**config.mk**
```make
export PLATFORM = sky130hd
export DESIGN_NAME = floor_sum_linear
export DESIGN_NICKNAME = d
export VERILOG_FILES = /design/src/fsl_pkg.sv /design/src/floor_sum_linear.sv
export SDC_FILE = /design/constraint.sdc
export NUM_CORES = 2
export LEC_CHECK = 0
export ABC_AREA = 1
export BUFFER_PORTS_ARGS = -buffer_cell sky130_fd_sc_hd__buf_2
export CAP_MARGIN = 20
export CELL_PAD_IN_SITES_DETAIL_PLACEMENT = 0
export CELL_PAD_IN_SITES_GLOBAL_PLACEMENT = 1
export CORE_UTILIZATION = 48
export DETAILED_ROUTE_END_ITERATION = 12
export PLACE_DENSITY = 0.92
export SLEW_MARGIN = 20
export SYNTH_ARGS = -nofsm -noshare
export SYNTH_HDL_FRONTEND = slang
export SYNTH_SLANG_ARGS = --single-unit
```
**constraint.sdc**
```tcl
create_clock -name clk -period 10.3 [get_ports clk]
set_input_delay 1.03 -clock clk [delete_from_list [all_inputs] [get_ports clk]]
set_output_delay 1.03 -clock clk [all_outputs]
set_load 0.005 [all_outputs]
```
**src/fsl_pkg.sv**
```systemverilog
// ----------------------------------------------------------------------------
// fsl_pkg
// Shared types and constants for the floor-sum block.
// ----------------------------------------------------------------------------
package fsl_pkg;

  localparam int OUT_W = 60;

  typedef enum logic [10:0] {
    S_IDLE    = 11'b00000000001,
    S_ROUND   = 11'b00000000010,
    S_DIV     = 11'b00000000100,
    S_MUL_TRI = 11'b00000001000,
    S_MUL_LO  = 11'b00000010000,
    S_ADD_LO  = 11'b00000100000,
    S_ADD_HI  = 11'b00001000000,
    S_MUL_NB  = 11'b00010000000,
    S_TOP_MUL = 11'b00100000000,
    S_TOP_ADD = 11'b01000000000,
    S_DONE    = 11'b10000000000
  } state_t;

  typedef enum logic [1:0] {
    TAG_A   = 2'd0,
    TAG_B   = 2'd1,
    TAG_TOP = 2'd2
  } div_tag_t;

endpackage

```
**src/floor_sum_linear.sv**
```systemverilog
// ----------------------------------------------------------------------------
// floor_sum_linear
// Sum of floor((slope*x + offset) / divisor) for x = 0 .. term_count-1,
// by the Euclidean reduction on one shared divider and one shared multiplier.
//
//   channel  | handshake          | fields
//   ---------+--------------------+---------------------------------------
//   query in | start, busy        | term_count, divisor, slope, offset
//   result   | valid (one cycle)  | floor_sum
//
// Each reduction round takes up to two short divides, one restoring divide of
// the top term, and the sequencing, multiply and add states between them.
// The reduction ends in fewer than 32 rounds at the default sizes (MAX_TERMS
// only caps it). busy is high from the cycle after acceptance through the
// result cycle. rst is synchronous and returns to idle.
// The receiver cannot stall: valid is high for exactly one cycle.
// ----------------------------------------------------------------------------
module floor_sum_linear
  import fsl_pkg::*;
#(
  parameter int IN_BITS   = 20,
  parameter int MAX_TERMS = 48
) (
  input  logic               clk,
  input  logic               rst,
  input  logic               start,
  output logic               busy,
  input  logic [IN_BITS-1:0] term_count,
  input  logic [IN_BITS-1:0] divisor,
  input  logic [IN_BITS-1:0] slope,
  input  logic [IN_BITS-1:0] offset,
  output logic               valid,
  output logic [OUT_W-1:0]   floor_sum
);

  localparam int W  = IN_BITS;
  localparam int DW = 2 * W + 1;
  localparam int CW = $clog2(DW + 1);
  localparam int RW = $clog2(MAX_TERMS + 1);

  state_t           state;
  div_tag_t         tag;
  logic [W-1:0]     n, m, a, b;
  logic [OUT_W-1:0] acc;
  logic [2*W-1:0]   prod;
  logic [W-2:0]     tri_hi;
  logic [DW-1:0]    quo;
  logic [W-1:0]     rem;
  logic [CW-1:0]    cnt;
  logic [RW-1:0]    round;

  // divider step
  logic [W:0]       trial;
  logic             trial_ge;
  logic [W-1:0]     rem_next;
  logic [DW-1:0]    top;
  logic [W-1:0]     mul_x, mul_y;

  assign trial    = {rem, quo[DW-1]};
  assign trial_ge = trial >= {1'b0, m};
  assign rem_next = trial_ge ? W'(trial - {1'b0, m}) : trial[W-1:0];
  assign top      = DW'(prod) + DW'(b);

  always_comb begin
    mul_x = n;
    mul_y = quo[W-1:0];
    case (state)
      S_MUL_TRI: begin
        mul_x = n;
        mul_y = n - 1'b1;
      end
      S_MUL_LO: begin
        mul_x = prod[W:1];
        mul_y = quo[W-1:0];
      end
      S_ADD_LO: begin
        mul_x = {1'b0, tri_hi};
        mul_y = quo[W-1:0];
      end
      S_TOP_MUL: begin
        mul_x = a;
        mul_y = n;
      end
      default: begin
        mul_x = n;
        mul_y = quo[W-1:0];
      end
    endcase
  end

  always_ff @(posedge clk) begin
    if (rst) begin
      state <= S_IDLE;
      tag   <= TAG_A;
      cnt   <= '0;
      round <= '0;
    end else begin
      case (state)
        S_IDLE: begin
          if (start) begin
            n     <= term_count;
            m     <= divisor;
            a     <= slope;
            b     <= offset;
            acc   <= '0;
            round <= '0;
            state <= S_ROUND;
          end
        end
        S_ROUND: begin
          rem <= '0;
          if (m == '0 || round == RW'(MAX_TERMS)) begin
            state <= S_DONE;
          end else if (a >= m) begin
            quo   <= DW'(a) << (W + 1);
            cnt   <= CW'(W);
            tag   <= TAG_A;
            state <= S_DIV;
          end else if (b >= m) begin
            quo   <= DW'(b) << (W + 1);
            cnt   <= CW'(W);
            tag   <= TAG_B;
            state <= S_DIV;
          end else begin
            state <= S_TOP_MUL;
          end
        end
        S_DIV: begin
          rem <= rem_next;
          quo <= {quo[DW-2:0], trial_ge};
          cnt <= cnt - 1'b1;
          if (cnt == CW'(1)) begin
            case (tag)
              TAG_A:   state <= S_MUL_TRI;
              TAG_B:   state <= S_MUL_NB;
              TAG_TOP: begin
                // swap axes: next count is the top quotient
                n     <= {quo[W-2:0], trial_ge};
                b     <= rem_next;
                m     <= a;
                a     <= m;
                round <= round + 1'b1;
                state <= S_ROUND;
              end
              default: state <= S_DONE;
            endcase
          end
        end
        S_MUL_TRI: begin
          a     <= rem;
          prod  <= mul_x * mul_y;
          state <= S_MUL_LO;
        end
        S_MUL_LO: begin
          tri_hi <= prod[2*W-1:W+1];
          prod   <= mul_x * mul_y;
          state  <= S_ADD_LO;
        end
        S_ADD_LO: begin
          acc   <= acc + OUT_W'(prod);
          prod  <= mul_x * mul_y;
          state <= S_ADD_HI;
        end
        S_ADD_HI: begin
          acc <= acc + (OUT_W'(prod) << W);
          rem <= '0;
          if (b >= m) begin
            quo   <= DW'(b) << (W + 1);
            cnt   <= CW'(W);
            tag   <= TAG_B;
            state <= S_DIV;
          end else begin
            state <= S_TOP_MUL;
          end
        end
        S_MUL_NB: begin
          b     <= rem;
          prod  <= mul_x * mul_y;
          state <= S_TOP_MUL;
          acc   <= acc;
        end
        S_TOP_MUL: begin
          // the n*q product from the offset step lands here when it ran
          if (tag == TAG_B) begin
            acc <= acc + OUT_W'(prod);
            tag <= TAG_TOP;
          end
          prod  <= mul_x * mul_y;
          state <= S_TOP_ADD;
        end
        S_TOP_ADD: begin
          rem <= '0;
          if (top < DW'(m)) begin
            state <= S_DONE;
          end else begin
            quo   <= top;
            cnt   <= CW'(DW);
            tag   <= TAG_TOP;
            state <= S_DIV;
          end
        end
        S_DONE: begin
          state <= S_IDLE;
        end
        default: state <= S_IDLE;
      endcase
    end
  end

  assign busy      = state != S_IDLE;
  assign valid     = state == S_DONE;
  assign floor_sum = acc;

`ifndef NO_ASSERTIONS
  a_done_idle: assert property (@(posedge clk) disable iff (rst)
    valid |=> !busy) else $error("result not followed by idle");
  a_accept_busy: assert property (@(posedge clk) disable iff (rst)
    start && !busy |=> busy && !valid) else $error("accepted item did not start");
  a_rem_bound: assert property (@(posedge clk) disable iff (rst)
    state == S_DIV |-> rem < m) else $error("divider remainder out of range");
  a_round_bound: assert property (@(posedge clk) disable iff (rst)
    busy |-> round <= RW'(MAX_TERMS)) else $error("round budget exceeded");
`endif

endmodule
```
==> After elaboration in Yosys (flattened, before gate mapping) <==
Index checks and enable logic that the tools add are counted.
{ "totals": {"word_cells": 123, "register_bits": 285, "out_inout_bits": 62, "inputBits": 83} }
{ "classes": {"n_lt_le_gt_ge": 4, "n_addsub": 7, "bitwise": 1, "muxes": 51, "mul": 1, "reduce_logical": 24, "n_eq_ne": 22} }
{ "op_table": {"columns": ["operator", "count"], "rows": [
  ["$mux 20", 13],
  ["$pmux 60 s4", 1],
  ["$pmux 20 s3", 3],
  ["$mux 41", 4],
  ["$pmux 41 s4", 1],
  ["$pmux 20 s2", 4],
  ["$mux 60", 2],
  ["$pmux 11 s10", 1],
  ["$add 60x40->60", 1],
  ["$add 60x60->60", 1],
  ["$mux 11", 4],
  ["$mux 6", 7],
  ["$add 40x20->41", 1],
  ["$lt 41x20->1", 1],
  ["$ge 20x20->1", 2],
  ["$mul 20x20->40", 1],
  ["$pmux 11 s3", 1],
  ["$pmux 6 s4", 1],
  ["$ge 21x20->1", 1],
  ["$logic_not 20->1", 1],
  ["$sub 20x1->20 const B", 1],
  ["$sub 20x20->20", 1],
  ["$mux 9", 2],
  ["$reduce_and 4->1", 4],
  ["33 further kinds", 51]
]} }

==> Longest topological paths before layout <==
{ "logic_depth": {"word_depth": 5, "depth_mapped": 42, "mapped_depth_nobuf": 40} }

==> Worst setup path before layout <==
OpenSTA, ideal clock, no wires.
{ "synth_path": {"path_kind": "reg-to-reg", "startpoint": "register state[4]", "endpoint": "register prod[33], data pin", "arrival_time_ns": 7.292, "n_path_buf": 2, "synth_period_minus_slack_ns": 7.552, "setup_time_ns": 0.260, "slack_ns": 2.748, "path_stages_with_launch": 37, "required_time_ns": 10.040, "cell_sequence": "dfxtp_1 nor2_2 inv_1 nor2_2 nand2_1 nor4_4 inv_2 nand2_4 inv_2 buf_6 nand2_1 nand2_1 inv_2 buf_2 nand2_1 fa_1 inv_1 fa_1 inv_1 fa_1 inv_1 fa_1 fa_1 fa_1 inv_1 fa_1 inv_1 ha_1 a21oi_1 o21ai_0 a211oi_1 o21ai_0 a21oi_1 o21ai_0 nand3_1 nand2_1 xor2_1"} }
{ "synth_via": {"elab_chain_cells": 3, "word_cells_on_any_way": 7, "classes_between": "1 x mul; 4 x eq/ne; 2 x mux"} }
{ "synth_rtl": {"columns": ["element", "line_no", "rtl"], "rows": [
  ["start: declaration", "floor_sum_linear.sv:41", "state_t state;"],
  ["start signal: assignment", "floor_sum_linear.sv:93", "state <= S_IDLE;"],
  ["start signal: assignment", "floor_sum_linear.sv:107", "state <= S_ROUND;"],
  ["start signal: assignment", "floor_sum_linear.sv:113", "state <= S_DONE;"],
  ["$eq 11x9->1 (tied with other cells)", "floor_sum_linear.sv:67, floor_sum_linear.sv:98", null],
  ["$pmux 20 s3 or $pmux 20 s2 (tied branches)", "floor_sum_linear.sv:67", "case (state)"],
  ["$mul 20x20->40 (*)", null, null],
  ["end signal: assignment", "floor_sum_linear.sv:151", "prod <= mul_x * mul_y;"],
  ["end signal: assignment", "floor_sum_linear.sv:156", "prod <= mul_x * mul_y;"],
  ["end signal: assignment", "floor_sum_linear.sv:161", "prod <= mul_x * mul_y;"],
  ["end: declaration", "floor_sum_linear.sv:45", "logic [2*W-1:0] prod;"]
]} }
Every way passes the cells marked *; elsewhere a longest branch is shown, timed or not.
A chain may end at the register's enable or synchronous reset.

==> Worst setup path in the final report <==
{ "layout_path": {"startpoint": "register state[9]", "endpoint": "register prod[35], data pin"} }
The elaborated chain is that of the path after synthesis.

==> flow_summary.yaml <==
die:
  start_util_pct: 48.6
  rows: 101
  ioPinCount: 145
  die_y_um: 280
  die_w_um: 280
  core_sq_um: 76100
  dieArea_sq_um: 78200
min_path:
  hp-start: "tag[0]"
  whs_endpoint: "state[3]"
  min_path_cells: 1
  min_path_type: "reg2reg"
placement:
  place_congestion: 1.00
  dp_slack_ns: 1.11
  dpl.hpwl_mm: 108
  place_area_sq_um: 38800
  place_inst: 6013
  io_buffers: 144
sta:
  tightest_slew_ns: 1.01
  layout_setup_ws_ns: 0.855
  slew_headroom_pct: 32.6
  drv_slew: 0
  finalHoldViolCount: 0
  final.period_utilization_pct: 91.7
  finalSetupViolations: 0
  rsz0062_at_grt: "no"
  setup_tns_ns: 0
  skew_ns: 0.0320
  fin_crit_ns: 9.44
  clock.fmax_ghz: 0.106
drt:
  wl_mm: 135
  vias: 34997
  vias_per_cell: 5.76
  first_pass_iters: 6
  drt_iter0_drc: 3755
  ant_nets: 0
  drcViolationCount: 0
  wire_per_inst_um: 22.3
synthesis:
  synth.top_cell.area_share_pct: 21.1
  syn_nets: 5646
  ys_warn_count: 0
  syn_area_per_cell_sq_um: 7.54
  ys_ff_latch: 285
  synthCells: 4906
  synthTopCellsByArea: "edfxtp_1 (21%), fa_1 (18%), nand2_1 (12%), ha_1 (11%), inv_1 (9.0%)"
  synth_area_sq_um: 37000
  ys_types: 68
  ys_seq_area_share_pct: 22.5
  synth_edf_count: 260
  synth-main-ff-cell: "edfxtp_1"
  yosysTopAreaCell: "edfxtp_1"
  async_reset_ff_share_pct: 0
global_route:
  grt_max_degree: 81
  globalRouteOverflowTotal: 0
  antenna_found_initial: 0
  grt.total_usage_pct: 34.4
  grt_pass1_vias: 33634
  grt_pass1_wl_mm: 203
setup_path:
  reg2reg_slack_ns: 0.86
  cp-end-kind: "flop"
  start_kind: "flop"
  cp.required_ns: 10.59
  max_stage_delay_ns: 0.67
  crit_arrival_ns: 9.74
  worstReg2RegStart: "state[9]"
  ff2ff_path_depth: 31
  worstReg2RegEnd: "prod[35]"
  critical_path_class: "reg2reg"
  slowest_stage: "nor2_1"
  critPathMaxFanout: 21
final_layout:
  mostFrequentLayoutCells: "nand2_1 (1161), inv_1 (889), nor2_1 (486), ha_1 (333), fa_1 (324)"
  area_growth_pct: 7.98
  finalNetCount: 5759
  antenna_cells: 0
  drive_gt1_share_pct: 6.82
  finalInstanceArea_sq_um: 39900
  final_common_cell: "nand2_1"
  finalNonFillerCells: 6075
cts:
  cts_resized: 0
  cts.sinks: 285
  cts_tree: "done"
  clk_latency_ns: 0.57
  cts_hold_buf: 0
  cts-buffers-inserted: 34
  cts_max_level: 2
  root_buffer: "clkbuf_16"
  cts_setup_buffers: 0
  cts_buffer_depth: 3
  clk_pin_slew_ns: 0.07
run:
  max_cap_viol_count: 0
status:
  outcome: "finished, final reports clean"
==> cells in the mapped netlist (14+ instances only) <==
master	instances
xor2_1	54
a31oi_1	39
edfxtp_1	260
o21a_1	29
dfxtp_1	25
ha_1	333
nor2_1	488
fa_1	324
xnor2_1	30
nor4_1	23
nand3_1	159
a21oi_1	314
a221oi_1	14
o221ai_1	41
o21ai_0	243
o211ai_1	29
buf_2	47
clkbuf_1	43
nand2_1	1161
or2_2	29
inv_1	889
nand4_1	62
nor3_1	47
o2111ai_1	16
o21bai_1	18
inv_2	32
==> stage by stage <==
| step | utilization (%) | hold slack (ns) |
|---|---|---|
| floorplan | - | 0.443 |
| global placement | 51.0 | 0.482 |
| detailed placement | 51.1 | 0.473 |
| CTS | 52.5 | 0.486 |
| global route | 52.5 | 0.512 |
| finish | 52.5 | 0.495 |
==> area by class of cell <==
class / instances / area [sq um]
Clock inverter: 20 / 195
Inverter: 927 / 3480
Clock buffer: 42 / 891
Multi-Input combinational cell: 3583 / 24700
Tap cell: 1030 / 1290
Timing Repair Buffer: 188 / 1050
Fill cell: 7576 / 36100
Sequential cell: 285 / 8310
==> how the worst max path moves through the flow <==
stage / from / to / slack [ns] / depth (start not counted)
2_1_floorplan: state[4] / prod[33] / 2.75 / 36
5_1_grt: state[9] / prod[29] / 0.35 / 30
3_5_place_dp: state[1] / prod[35] / 1.11 / 33
4_1_cts: state[9] / prod[35] / 1.07 / 31
6_report: state[9] / prod[35] / 0.86 / 31
3_3_place_gp: state[9] / prod[35] / 1.16 / 31
==> flip-flops by register name (all words and copies together), names as in the netlist <==
register,flops
cnt,6
floor_sum,60
b,20
m,20
a,20
round,6
prod,40
tri_hi,19
quo,41
rem,20
tag,2
n,20
state,11
==> metal layers <==
metal  vias to the layer above  track usage (%)  share of wire [%]  wire, um
met5                         -                0                  0         0
met4                         0             19.4                6.6      8880
met3                       410             5.16                8.8     11900
met2                      1748             54.7                 45     61200
met1                     16678             44.8                 39     53300
li1                      16161                -                  -         -
==> cells by family (layout without fill, tap and decap cells) <==
logic type      Yosys count  count (layout)  synth area share, %
flops                   285             285                 22.5
compound gates          815             815                 13.1
xor+xnor                 84              84                 1.99
buf+inv                1038            1177                 10.9
mux                       9               9                0.244
simple gates           2018            2018                 22.5
fa+ha+maj               657             657                 28.8
==> worst max-delay path, delay by kind of cell (launching register included) <==
| kind | cells | cell delay (ns) |
|---|---|---|
| compound gates | 7 | 1.82 |
| fa+ha+maj | 8 | 3.70 |
| buf+inv | 7 | 1.17 |
| flops | 1 | 0.43 |
| simple gates | 9 | 2.07 |
Power is left out: the tool's default activity adds up to more than one toggle a clock period on the data nets, which glitch-free logic cannot reach.
